## config.mk

```make
export PLATFORM = sky130hd
export DESIGN_NAME = spi_transfer_ack_sequencer_core
export DESIGN_NICKNAME = d
export VERILOG_FILES = /design/src/rtl/core/stas_pkg.sv /design/src/rtl/core/stas_ram.sv /design/src/rtl/core/spi_transfer_ack_sequencer_core.sv
export VERILOG_INCLUDE_DIRS = /design/src /design/src/rtl/core
export SDC_FILE = /design/constraint.sdc
export NUM_CORES = 2
export LEC_CHECK = 0
export BUFFER_PORTS_ARGS = -buffer_cell sky130_fd_sc_hd__buf_2
export CAP_MARGIN = 20
export CORE_MARGIN = 2
export CORE_UTILIZATION = 30
export DETAILED_ROUTE_END_ITERATION = 10
export PLACE_DENSITY_LB_ADDON = 0.15
export SETUP_SLACK_MARGIN = 0.05
export SYNTH_ARGS = -nofsm -noshare
export SYNTH_HDL_FRONTEND = slang
export SYNTH_SLANG_ARGS = --single-unit
```

## constraint.sdc

```tcl
create_clock -name clk -period 12 [get_ports clk]
set_input_delay 0 -clock clk [delete_from_list [all_inputs] [get_ports clk]]
set_output_delay 0 -clock clk [all_outputs]
set_load 0.01 [all_outputs]
```

## src/rtl/core/spi_transfer_ack_sequencer_core_assert.svh

```systemverilog
// assertion macros shared by the sequencer core
`ifndef SPI_TRANSFER_ACK_SEQUENCER_CORE_ASSERT_SVH
`define SPI_TRANSFER_ACK_SEQUENCER_CORE_ASSERT_SVH

// same-cycle implication, checked out of reset
`define STAS_ASSERT_IMPL(lbl, ante, cons, msg) \
    lbl: assert property (@(posedge clk) disable iff (!rst_n) (ante) |-> (cons)) \
        else $error(msg);

// next-cycle implication, checked out of reset
`define STAS_ASSERT_NEXT(lbl, ante, cons, msg) \
    lbl: assert property (@(posedge clk) disable iff (!rst_n) (ante) |=> (cons)) \
        else $error(msg);

`endif

```

## src/rtl/core/stas_pkg.sv

```systemverilog
package stas_pkg;

    localparam int DEFAULT_BUFFER_DEPTH = 256;

    // position counter width, wide enough for length plus full try limit
    localparam int POS_W = 17;

    typedef enum logic [2:0] {
        FUNC_LOAD  = 3'd0,
        FUNC_READ  = 3'd1,
        FUNC_START = 3'd2,
        FUNC_XCHG  = 3'd3,
        FUNC_ABORT = 3'd4
    } func_t;

    typedef enum logic [2:0] {
        CFG_BUFFER_LENGTH     = 3'd0,
        CFG_RECEIVE_OFFSET    = 3'd1,
        CFG_RECEIVE_COUNT     = 3'd2,
        CFG_OPTIONS           = 3'd3,
        CFG_ACK_TRY_LIMIT     = 3'd4,
        CFG_ACK_MATCH_BYTE    = 3'd5,
        CFG_ACK_REQUEST_BYTE  = 3'd6,
        CFG_TRANSMIT_CONSTANT = 3'd7
    } cfg_index_t;

    typedef enum logic [1:0] {
        ACK_NONE    = 2'd0,
        ACK_EQUAL   = 2'd1,
        ACK_DIFF    = 2'd2,
        ACK_INVALID = 2'd3
    } ack_mode_t;

    // option bits
    localparam int OPT_CONST_BIT    = 2;
    localparam int OPT_DESELECT_BIT = 3;

    typedef struct packed {
        logic       tx_valid;
        logic [7:0] tx_byte;
        logic       chip_select;
        logic       done_res;
        logic       ack_ok;
        logic [7:0] ack_value;
        logic [7:0] read_data;
        logic       busy_res;
        logic       start_refused;
    } res_t;

endpackage

```

## src/rtl/core/stas_ram.sv

```systemverilog
module stas_ram
    import stas_pkg::*;
#(
    parameter int DEPTH = DEFAULT_BUFFER_DEPTH,
    parameter int AW    = 8
)
(
    input  logic          clk,
    input  logic          we,
    input  logic [AW-1:0] waddr,
    input  logic [7:0]    wdata,
    input  logic          re,
    input  logic [AW-1:0] raddr,
    output logic [7:0]    rdata
);

    logic [7:0] mem [0:DEPTH-1];
    logic [7:0] rdata_reg;

    always_ff @(posedge clk)
    begin
        if (we)
        begin
            mem[waddr] <= wdata;
        end
    end

    always_ff @(posedge clk)
    begin
        if (re)
        begin
            rdata_reg <= mem[raddr];
        end
    end

    assign rdata = rdata_reg;

endmodule

```

## src/rtl/core/spi_transfer_ack_sequencer_core.sv

```systemverilog
// spi master transfer sequencer. one host item is taken per clock while the output does not
// stall, and each gives exactly one result: the item passes the read stage, where the data
// buffer ram is read synchronously, and then the output register. the sustained rate is one
// item per cycle while the output does not stall, set by the single write and single read
// port of the buffer ram; a load or a received-byte store writes at the accept edge, so the
// next item already reads the new value and no forwarding is needed. the buffer has no
// reset and no clearing pass: a byte that was never loaded reads as anything. configuration
// writes are taken in any cycle and must only be made while no item is in flight.
`include "spi_transfer_ack_sequencer_core_assert.svh"

module spi_transfer_ack_sequencer_core
    import stas_pkg::*;
#(
    parameter int BUFFER_DEPTH = DEFAULT_BUFFER_DEPTH
)
(
    input  logic        clk,
    input  logic        rst_n,
    // input items
    input  logic        s_axis_tvalid,
    output logic        s_axis_tready,
    input  logic [23:0] s_axis_tdata,   // index[7:0], data_byte[15:8], received_byte[23:16]
    input  logic [2:0]  s_axis_tuser,   // func[2:0]
    // result items
    output logic        m_axis_tvalid,
    input  logic        m_axis_tready,
    // tx_valid[0], tx_byte[8:1], chip_select[9], done_res[10], ack_ok[11],
    // ack_value[19:12], read_data[27:20], busy_res[28], start_refused[29], zero[31:30]
    output logic [31:0] m_axis_tdata,
    // configuration writes
    input  logic        cfg_valid,
    output logic        cfg_ready,
    input  logic [2:0]  cfg_index,
    input  logic [15:0] cfg_data
);

    localparam int AW = (BUFFER_DEPTH > 1) ? $clog2(BUFFER_DEPTH) : 1;
    localparam logic [POS_W-1:0] DEPTH_P = POS_W'(BUFFER_DEPTH);

    // configuration registers
    logic [8:0]  buffer_length_reg;
    logic [8:0]  receive_offset_reg;
    logic [8:0]  receive_count_reg;
    logic [3:0]  options_reg;
    logic [15:0] ack_try_limit_reg;
    logic [7:0]  ack_match_byte_reg;
    logic [7:0]  ack_request_byte_reg;
    logic [7:0]  transmit_constant_reg;

    // sequencer state
    logic             active_reg, active_next;
    logic [POS_W-1:0] pos_reg, pos_next;
    logic             sel_reg, sel_next;
    ack_mode_t        eam_reg, eam_next;
    logic [8:0]       window_reg, window_next;

    // read stage and output register
    logic s1_valid_reg, s1_valid_next;
    res_t s1_res_reg, s1_res_next;
    logic s1_tx_mem_reg, s1_tx_mem_next;
    logic s1_rd_mem_reg, s1_rd_mem_next;
    logic out_valid_reg, out_valid_next;
    res_t out_res_reg, out_res_next;

    // buffer ram ports
    logic          mem_we;
    logic [AW-1:0] mem_waddr;
    logic [7:0]    mem_wdata;
    logic          mem_re;
    logic [AW-1:0] mem_raddr;
    logic [7:0]    mem_rdata;

    logic accept;
    logic advance;
    func_t func;
    logic [7:0] in_index;
    logic [7:0] in_data;
    logic [7:0] in_rx;
    logic [8:0] len;
    logic [POS_W-1:0] len_p;
    res_t merged;

    assign func     = func_t'(s_axis_tuser);
    assign in_index = s_axis_tdata[7:0];
    assign in_data  = s_axis_tdata[15:8];
    assign in_rx    = s_axis_tdata[23:16];

    // item moves from read stage to output register when the latter is free or drains
    assign advance       = s1_valid_reg && (!out_valid_reg || m_axis_tready);
    assign s_axis_tready = !s1_valid_reg || advance;
    assign accept        = s_axis_tvalid && s_axis_tready;
    assign cfg_ready     = 1'b1;

    // length clipped to the buffer depth, taken live
    always_comb
    begin
        if ({8'd0, buffer_length_reg} < DEPTH_P)
        begin
            len = buffer_length_reg;
        end
        else
        begin
            len = DEPTH_P[8:0];
        end
    end
    assign len_p = {8'd0, len};

    // configuration write decode
    always_ff @(posedge clk or negedge rst_n)
    begin
        if (!rst_n)
        begin
            buffer_length_reg     <= '0;
            receive_offset_reg    <= '0;
            receive_count_reg     <= '0;
            options_reg           <= '0;
            ack_try_limit_reg     <= '0;
            ack_match_byte_reg    <= '0;
            ack_request_byte_reg  <= '0;
            transmit_constant_reg <= '0;
        end
        else if (cfg_valid && cfg_ready)
        begin
            unique case (cfg_index_t'(cfg_index))
                CFG_BUFFER_LENGTH:     buffer_length_reg     <= cfg_data[8:0];
                CFG_RECEIVE_OFFSET:    receive_offset_reg    <= cfg_data[8:0];
                CFG_RECEIVE_COUNT:     receive_count_reg     <= cfg_data[8:0];
                CFG_OPTIONS:           options_reg           <= cfg_data[3:0];
                CFG_ACK_TRY_LIMIT:     ack_try_limit_reg     <= cfg_data;
                CFG_ACK_MATCH_BYTE:    ack_match_byte_reg    <= cfg_data[7:0];
                CFG_ACK_REQUEST_BYTE:  ack_request_byte_reg  <= cfg_data[7:0];
                CFG_TRANSMIT_CONSTANT: transmit_constant_reg <= cfg_data[7:0];
                default:               ;
            endcase
        end
    end

    // item decode: state update, buffer access and result fields without ram data
    always_comb
    begin
        logic [POS_W-1:0] idx_p;
        logic             idx_ok;
        logic [POS_W-1:0] new_pos;
        logic [POS_W-1:0] tries;
        logic [9:0]       win_end;
        logic [9:0]       rx_end;
        ack_mode_t        start_mode;
        logic             do_finish;
        logic             fin_ok;
        logic [7:0]       fin_val;
        logic             complete;
        logic             ok;

        idx_p      = {9'd0, in_index};
        idx_ok     = idx_p < DEPTH_P;
        new_pos    = pos_reg + POS_W'(1);
        tries      = new_pos - len_p;
        win_end    = {1'b0, receive_offset_reg} + {1'b0, receive_count_reg};
        rx_end     = {1'b0, receive_offset_reg} + {1'b0, window_reg};
        start_mode = (ack_try_limit_reg != 16'd0) ? ack_mode_t'(options_reg[1:0]) : ACK_NONE;
        do_finish  = 1'b0;
        fin_ok     = 1'b0;
        fin_val    = 8'd0;
        complete   = 1'b0;
        ok         = 1'b0;

        s1_res_next    = '0;
        s1_tx_mem_next = 1'b0;
        s1_rd_mem_next = 1'b0;
        mem_we         = 1'b0;
        mem_waddr      = pos_reg[AW-1:0];
        mem_wdata      = in_rx;
        mem_re         = 1'b0;
        mem_raddr      = '0;
        active_next    = active_reg;
        pos_next       = pos_reg;
        sel_next       = sel_reg;
        eam_next       = eam_reg;
        window_next    = window_reg;

        if (accept)
        begin
            unique case (func)
                FUNC_LOAD:
                begin
                    mem_we    = idx_ok;
                    mem_waddr = idx_p[AW-1:0];
                    mem_wdata = in_data;
                end
                FUNC_READ:
                begin
                    mem_re         = idx_ok;
                    mem_raddr      = idx_p[AW-1:0];
                    s1_rd_mem_next = idx_ok;
                end
                FUNC_START:
                begin
                    if (active_reg)
                    begin
                        s1_res_next.start_refused = 1'b1;
                    end
                    else
                    begin
                        eam_next = start_mode;
                        if (len == 9'd0 && start_mode == ACK_NONE)
                        begin
                            do_finish = 1'b1;
                        end
                        else
                        begin
                            if (receive_offset_reg < len && win_end > {1'b0, len})
                            begin
                                window_next = len - receive_offset_reg;
                            end
                            else
                            begin
                                window_next = receive_count_reg;
                            end
                            sel_next             = 1'b1;
                            pos_next             = '0;
                            active_next          = 1'b1;
                            s1_res_next.tx_valid = 1'b1;
                            if (len == 9'd0)
                            begin
                                s1_res_next.tx_byte = ack_request_byte_reg;
                            end
                            else if (options_reg[OPT_CONST_BIT])
                            begin
                                s1_res_next.tx_byte = transmit_constant_reg;
                            end
                            else
                            begin
                                mem_re         = 1'b1;
                                s1_tx_mem_next = 1'b1;
                            end
                        end
                    end
                end
                FUNC_XCHG:
                begin
                    if (active_reg)
                    begin
                        // store the reply if inside the receive window and the length
                        if (pos_reg >= {8'd0, receive_offset_reg} &&
                            pos_reg < {7'd0, rx_end} &&
                            pos_reg < len_p && pos_reg < DEPTH_P)
                        begin
                            mem_we = 1'b1;
                        end
                        pos_next = new_pos;
                        if (new_pos < len_p)
                        begin
                            s1_res_next.tx_valid = 1'b1;
                            if (options_reg[OPT_CONST_BIT])
                            begin
                                s1_res_next.tx_byte = transmit_constant_reg;
                            end
                            else
                            begin
                                mem_re         = 1'b1;
                                mem_raddr      = new_pos[AW-1:0];
                                s1_tx_mem_next = 1'b1;
                            end
                        end
                        else if (tries == '0)
                        begin
                            // data phase over: poll or finish
                            if (eam_reg != ACK_NONE)
                            begin
                                s1_res_next.tx_valid = 1'b1;
                                s1_res_next.tx_byte  = ack_request_byte_reg;
                            end
                            else
                            begin
                                do_finish = 1'b1;
                            end
                        end
                        else if (tries <= {1'b0, ack_try_limit_reg})
                        begin
                            case (eam_reg)
                                ACK_EQUAL:
                                begin
                                    complete = (in_rx == ack_match_byte_reg);
                                    ok       = complete;
                                end
                                ACK_DIFF:
                                begin
                                    complete = (in_rx != ack_match_byte_reg);
                                    ok       = complete;
                                end
                                default:
                                begin
                                    complete = 1'b1;
                                end
                            endcase
                            if (tries == {1'b0, ack_try_limit_reg})
                            begin
                                complete = 1'b1;
                            end
                            if (complete)
                            begin
                                do_finish = 1'b1;
                                fin_ok    = ok;
                                fin_val   = in_rx;
                            end
                            else
                            begin
                                s1_res_next.tx_valid = 1'b1;
                                s1_res_next.tx_byte  = ack_request_byte_reg;
                            end
                        end
                        else
                        begin
                            // limit lowered below the tries already made
                            do_finish = 1'b1;
                            fin_val   = in_rx;
                        end
                    end
                end
                FUNC_ABORT:
                begin
                    active_next = 1'b0;
                end
                default:
                begin
                end
            endcase

            if (do_finish)
            begin
                if (options_reg[OPT_DESELECT_BIT])
                begin
                    sel_next = 1'b0;
                end
                active_next           = 1'b0;
                eam_next              = ACK_NONE;
                s1_res_next.done_res  = 1'b1;
                s1_res_next.ack_ok    = fin_ok;
                s1_res_next.ack_value = fin_val;
            end
        end

        s1_res_next.chip_select = sel_next;
        s1_res_next.busy_res    = active_next;
    end

    stas_ram #(
        .DEPTH (BUFFER_DEPTH),
        .AW    (AW)
    ) u_ram (
        .clk   (clk),
        .we    (mem_we),
        .waddr (mem_waddr),
        .wdata (mem_wdata),
        .re    (mem_re),
        .raddr (mem_raddr),
        .rdata (mem_rdata)
    );

    // fold the ram data into the result as it leaves the read stage
    always_comb
    begin
        merged = s1_res_reg;
        if (s1_tx_mem_reg)
        begin
            merged.tx_byte = mem_rdata;
        end
        if (s1_rd_mem_reg)
        begin
            merged.read_data = mem_rdata;
        end
    end

    always_comb
    begin
        s1_valid_next  = accept ? 1'b1 : (advance ? 1'b0 : s1_valid_reg);
        out_valid_next = advance ? 1'b1 : (m_axis_tready ? 1'b0 : out_valid_reg);
        out_res_next   = advance ? merged : out_res_reg;
    end

    always_ff @(posedge clk or negedge rst_n)
    begin
        if (!rst_n)
        begin
            active_reg    <= 1'b0;
            pos_reg       <= '0;
            sel_reg       <= 1'b0;
            eam_reg       <= ACK_NONE;
            window_reg    <= '0;
            s1_valid_reg  <= 1'b0;
            out_valid_reg <= 1'b0;
        end
        else
        begin
            active_reg    <= active_next;
            pos_reg       <= pos_next;
            sel_reg       <= sel_next;
            eam_reg       <= eam_next;
            window_reg    <= window_next;
            s1_valid_reg  <= s1_valid_next;
            out_valid_reg <= out_valid_next;
        end
    end

    // payload registers, no reset
    always_ff @(posedge clk)
    begin
        if (accept)
        begin
            s1_res_reg    <= s1_res_next;
            s1_tx_mem_reg <= s1_tx_mem_next;
            s1_rd_mem_reg <= s1_rd_mem_next;
        end
        out_res_reg <= out_res_next;
    end

    assign m_axis_tvalid = out_valid_reg;
    assign m_axis_tdata  = {2'b00,
                            out_res_reg.start_refused,
                            out_res_reg.busy_res,
                            out_res_reg.read_data,
                            out_res_reg.ack_value,
                            out_res_reg.ack_ok,
                            out_res_reg.done_res,
                            out_res_reg.chip_select,
                            out_res_reg.tx_byte,
                            out_res_reg.tx_valid};

    // a full pipe with a stalled output must refuse new items
    `STAS_ASSERT_IMPL(a_stall_blocks_input, s1_valid_reg && out_valid_reg && !m_axis_tready, !s_axis_tready, "input taken while pipe is stalled")
    // an accepted item always occupies the read stage next cycle
    `STAS_ASSERT_NEXT(a_accept_fills_stage, accept, s1_valid_reg, "accepted item lost before read stage")
    // a running transfer always has the slave selected
    `STAS_ASSERT_IMPL(a_active_selects, active_reg, sel_reg, "transfer active with slave deselected")
    // a finishing result never reports the transfer as still running
    `STAS_ASSERT_IMPL(a_done_not_busy, out_valid_reg && out_res_reg.done_res, !out_res_reg.busy_res, "done result reports busy")

endmodule
```

Word level (Yosys, flattened, before mapping)
Memory sizes are Yosys's and may differ from the RTL's. A register that Yosys moved wholly into a read port is not among the register bits.
Cells that the tools add are included.

word-level totals
  bits in read-only memories = 0
  input port bits = 51
  output and inout bits = 35
  bits in latches = 0
  flip-flop bits (word level) = 157
  logic and storage cells = 205
  memory bits (writable) = 2048
  memories kept = 1

memory list
  memory     words  bits a word  read ports  clocked after Yosys merged registers in  write ports  RTL line        text
  u_ram.mem  256    8            1           1                                        1            stas_ram.sv:17  logic [7:0] mem [0:DEPTH-1];

cells by class
  reductions and logical operators = 35
  bitwise gates (word level) = 6
  divide/modulo/power cells = 0
  multipliers = 0
  shifts and indexed selects = 0
  equal/unequal tests = 20
  $add $sub $neg = 5
  order comparisons = 9
  mux-type cells = 95

operators by type and width
  operator                 count
  $mux W8                  17
  $mux W9                  10
  $mux W17                 3
  $mux W1                  50
  $lt A17 B9 Y1            2
  $pmux W17 S2             1
  $add A9 B9 Y10           2
  $pmux W9 S2              1
  $add A17 B1 Y17 const B  1
  $eq A17 B16 Y1           1
  $ge A17 B9 Y1            1
  $le A17 B16 Y1           1
  $logic_not A17 Y1        1
  $lt A17 B10 Y1           1
  $lt A17 B9 Y1 const B    1
  $sub A17 B9 Y17          1
  $pmux W8 S2              1
  $reduce_and A2 Y1        8
  $reduce_bool A16 Y1      1
  $eq A3 B3 Y1 const B     5
  $eq A3 B2 Y1 const B     4
  $pmux W1 S2              6
  $gt A10 B9 Y1            1
  $mux W10                 1
  25 further kinds         49

Longest topological paths before layout
  depth after elaboration = 20
  depth in mapped cells = 23
  depth with buffers taken out = 23

Modules after synthesis
From an unflattened synthesis, not the netlist that was laid out.

second synthesis, totals
  cells, all modules = 4708
  area total of the unflattened synthesis = 89654.7 µm²

by module, submodules not included
  module                           times used  area each (µm²)  seq. area each (µm²)  cells each
  stas_ram                         1           79636.4          61739.2               3733
  spi_transfer_ack_sequencer_core  1           10018.4          4199.0                975

Least setup slack after synthesis
OpenSTA, ideal clock, no wires.

  kind = reg-to-reg
  start point = reg out_valid_reg, in the netlist m_axis_tvalid
  end point = mem u_ram.mem[0][0], data pin
  arrival = 4892 ps
  library setup time = 823 ps
  stages on the path, launching flop included = 7
  buffers on the path = 1
  path slack = 6285 ps
  cell sequence = dfrtp_1 > nand3b_1 > nand2_1 > nor4_1 > clkbuf_1 > nand2_1 > nand2_1

between the ends
  longest elaborated chain between the ends = 6

ends and longest elaborated chain
  item                     RTL line                                text
  from (decl)              spi_transfer_ack_sequencer_core.sv:62   logic out_valid_reg, out_valid_next;
  from (signal assigned)   spi_transfer_ack_sequencer_core.sv:401  out_valid_reg <= out_valid_next;
  $logic_not A1 Y1         spi_transfer_ack_sequencer_core.sv:89   assign advance = s1_valid_reg && (!out_valid_reg || m_axis_tready);
  $logic_or A1 B1 Y1       spi_transfer_ack_sequencer_core.sv:89
  $logic_and A1 B1 Y1      spi_transfer_ack_sequencer_core.sv:89
  $logic_or A1 B1 Y1       spi_transfer_ack_sequencer_core.sv:90   assign s_axis_tready = !s1_valid_reg || advance;
  named net s_axis_tready  spi_transfer_ack_sequencer_core.sv:21   output logic s_axis_tready,
  $logic_and A1 B1 Y1      spi_transfer_ack_sequencer_core.sv:91   assign accept = s_axis_tvalid && s_axis_tready;
  $mux W8                  spi_transfer_ack_sequencer_core.sv:181  if (accept)
  named net mem_wdata[0]   spi_transfer_ack_sequencer_core.sv:68   logic [7:0] mem_wdata;
  to (decl)                stas_ram.sv:17

The timed path passes the listed nets, and every way through them passes these cells.

Worst setup path in the final report
  start point = reg pos_reg[1]
  end point = reg u_ram.rdata_reg[4], in the netlist u_ram.rdata[4], read port of u_ram.mem, data pin

between the ends
  longest elaborated chain between the ends = 6

ends and longest elaborated chain
  item                                               RTL line                                                                        text
  from (decl)                                        spi_transfer_ack_sequencer_core.sv:52                                           logic [POS_W-1:0] pos_reg, pos_next;
  from (signal assigned)                             spi_transfer_ack_sequencer_core.sv:396                                          pos_reg <= pos_next;
  $add A17 B1 Y17 *                                  spi_transfer_ack_sequencer_core.sv:156                                          new_pos = pos_reg + POS_W'(1);
  $lt A17 B9 Y1 / $mux W8 (equally long branches)    spi_transfer_ack_sequencer_core.sv:251, spi_transfer_ack_sequencer_core.sv:254
  $mux W1 / $mux W8 (equally long branches)          spi_transfer_ack_sequencer_core.sv:251                                          if (new_pos < len_p)
  $mux W1 / $mux W8 (equally long branches)          spi_transfer_ack_sequencer_core.sv:241                                          if (active_reg)
  $pmux W1 S3 / $pmux W8 S2 (equally long branches)  spi_transfer_ack_sequencer_core.sv:183                                          unique case (func)
  $mux W1 / $mux W8 (equally long branches)          spi_transfer_ack_sequencer_core.sv:181
  to (decl)                                          stas_ram.sv:18                                                                  logic [7:0] rdata_reg;

Mark *: on every way between the ends. The rest lies on a longest branch, timed or not.
A chain may end at the register's enable or synchronous reset.

==> summary.md <==
| Metric | Value |
|---|---|
| Status | `completed` |
| Die H | `559.6 um` |
| Crit start category | `flip-flop` |
| Synthesized area | `92620 um2` |
| CTS tree | `yes` |
| Area leader, netlist | `edfxtp_1` |
| Crit Path Max Fanout | `70` |
| Worst path required time | `12630 ps` |
| Vias | `61308` |
| Setup Skew | `72.51 ps` |
| Syn-to-layout area delta | `16.61%` |
| DRT Pass-1 Iters | `6` |
| Finished Layout Cells | `11373` |
| CTS sink count | `2213` |
| Post-Place Cells | `10846` |
| Slew HR | `11.20%` |
| First-pass GRT wire length | `468.5 mm` |
| Core footprint | `308100 um2` |
| Routability Congestion | `0.8314` |
| Number of max-cap violations | `0` |
| Top-count cell post-synth | `edfxtp_1` |
| Clk Latency, worst-skew pair | `920 ps` |
| Die Area | `313200 um2` |
| Setup bufs post-CTS | `0` |
| Share of post-route cells with drive strength above 1 | `14.02%` |
| Final hold vios | `0` |
| Tot GR Track Use | `20.64%` |
| Drt wl/cell | `29.31 um` |
| Nets | `7212` |
| Vias in the first global route | `59266` |
| Arrival @ worst endpoint | `8810 ps` |
| Post-synthesis cell type count | `105` |
| Remaining global-route overflow | `0` |
| Htree depth | `4` |
| DRC viols | `0` |
| Commonest cells post-synth | `2110 x edfxtp_1, 919 x nand2_1, 377 x nor3_1` |
| Resized cells post-CTS | `0` |
| Crit end category | `flip-flop` |
| Setup violators final | `0` |
| Placed wire-length estimate | `201.2 mm` |
| EDFF count, synth | `2110` |
| Worst Hold Class | `in2reg` |
| Final wirelength | `333.4 mm` |
| Ys async rst share | `4.654%` |
| Antenna violations before repair | `23` |
| I/O Buffers | `82` |
| Top cells by area, synth | `edfxtp_1 68%, nand2_1 3.7%, dfrtp_1 2.8%` |
| Tcrit/Tclk final | `68.18%` |
| Number of routed nets with antenna violations | `0` |
| Top FF cell, synth | `edfxtp_1` |
| Worst VDD drop | `0.0001239 V` |
| Yosys warnings | `0` |
| Max Clk Rate | `122.2 MHz` |
| RSZ-0062 raised after global routing | `no` |
| Row count | `204` |
| CTS Buf Count | `247` |
| Via-per-instance ratio | `5.391` |
| Setup tns final | `0 ps` |
| DRT iter0 DRCs | `6965` |
| Final min period | `8181 ps` |
| Pwr Density | `161.3 nW/um2` |
| Leakage | `36.29 nW` |
| Cells after Synth | `6751` |
| Die W | `559.6 um` |
| Post-synthesis register bit count | `2213` |
| Largest net degree at the start of global routing | `163` |
| Post-synthesis sequential area ratio | `71.19%` |
| CTS clk-pin slew, worst paths | `60 ps` |
| Area share of the largest cell type after synthesis | `68.41%` |
| Worst-Margin Slew | `1332 ps` |
| Ports | `86` |
| Syn_area_per_cell | `13.72 um2` |
| Clock Path Buffers | `4` |
| Max FFs per register | `2048` |
| Starting Density | `30.06%` |
| Critical path class | `reg2reg` |
| Max-slew violation count | `0` |
| Clk Tree Root Cell | `clkbuf_16` |
[cell type report]
cell class                      instances  area [um2]
Fill cell                           29820      200100
Multi-Input combinational cell       3988       24790
Tap cell                             4120        5155
Clock inverter                        126       996.0
Antenna cell                            4       10.01
Timing Repair Buffer                  543        4368
Clock buffer                          306        6475
Inverter                               73       274.0
Sequential cell                      2213       65940
[layout by cell type, fill, tap and decap left out, drive strengths merged, types with 83 or more instances in the layout]
cell and n:
edfxtp 2110, a31oi 95, nand2 923, dlygate4sd3 83
a211oi 110, a21oi 353, nand3 178, buf 458
o21ai 313, o221ai 126, mux2i 197, o22ai 123
nor3 379, and3 93, dfrtp 103, clkbuf 307
nor2 190, ha 91, clkinv 102
[worst paths after layout]
check                                 start                 endpoint  slack [ps]  cells past startpoint
max in group asynchronous             rst_n  ack_request_byte_reg[5]       10980                      4
min reg2reg                      merged[12]         m_axis_tdata[14]         420                      0
max reg2reg                      pos_reg[1]           u_ram.rdata[4]        3820                     20
max                              pos_reg[1]           u_ram.rdata[4]        3820                     20
min in group asynchronous             rst_n     receive_count_reg[6]         170                      4
min                        s_axis_tdata[15]         u_ram.mem[92][7]          20                      3
[repair_timing]
item                       CTS  global route
hold buffers                84             0
hold endpoints to repair   365             0
setup endpoints to repair    0             0
[where the power goes]
part,switching (W),internal (W),total (W)
Combinational,0.00108,0.000470,0.00155
Clock,0.00314,0.00407,0.00720
Sequential,0.0000723,0.00859,0.00866
[cell families after synthesis]
family	share of synthesized area, %
other	0.008109
buffers and inverters	2.796
multiplexers	3.077
XOR/XNOR	0.5296
adder cells (fa/ha/maj)	1.327
flip-flops	71.19
AO/OA/AOI/OAI	10.72
AND/OR/NAND/NOR	10.35
[per-layer routing]
layer  part of all wire, %  global-route usage (%)  vias to the layer above  wire (um)
li1                      -                       -                    26749          -
met1                    44                   29.06                    31796     148200
met2                    46                   32.98                     2296     154000
met3                   6.6                   3.288                      465      22160
met4                   2.7                   5.523                        2       9037
met5                0.0060                       0                        -         20
[through the flow]
step                      power, W  worst slack (ps)  hold slack [ps]  instance area (um2)  util [%]
after detailed placement   0.01034              3888            66.70                99590     32.32
after global routing       0.01798              3458            45.34               108000     35.05
after global placement     0.01032              3581            53.39                99300     32.23
after floorplan           0.009744              6285           -295.6                92620         -
after CTS                  0.01755              3870           0.2885               107900     35.03
final                      0.01742              3819            24.89               108000     35.06
[critical path, stage by stage, from the launching register on]
cell and delay [ps]:
dfrtp_1 520, ha_1 320, and3_2 270, xnor2_1 560, inv_1 200, ha_1 380, inv_1 130, o21ai_0 90
a221o_1 370, nor4b_4 320, a41o_4 720, buf_12 430, nand2_4 500, buf_4 430, o221ai_1 210, a21oi_1 90
nor4_1 670, nor4_1 250, buf_4 210, a211oi_1 790, o2bb2ai_1 110
Note: power is estimated with default switching activity, not from simulation.
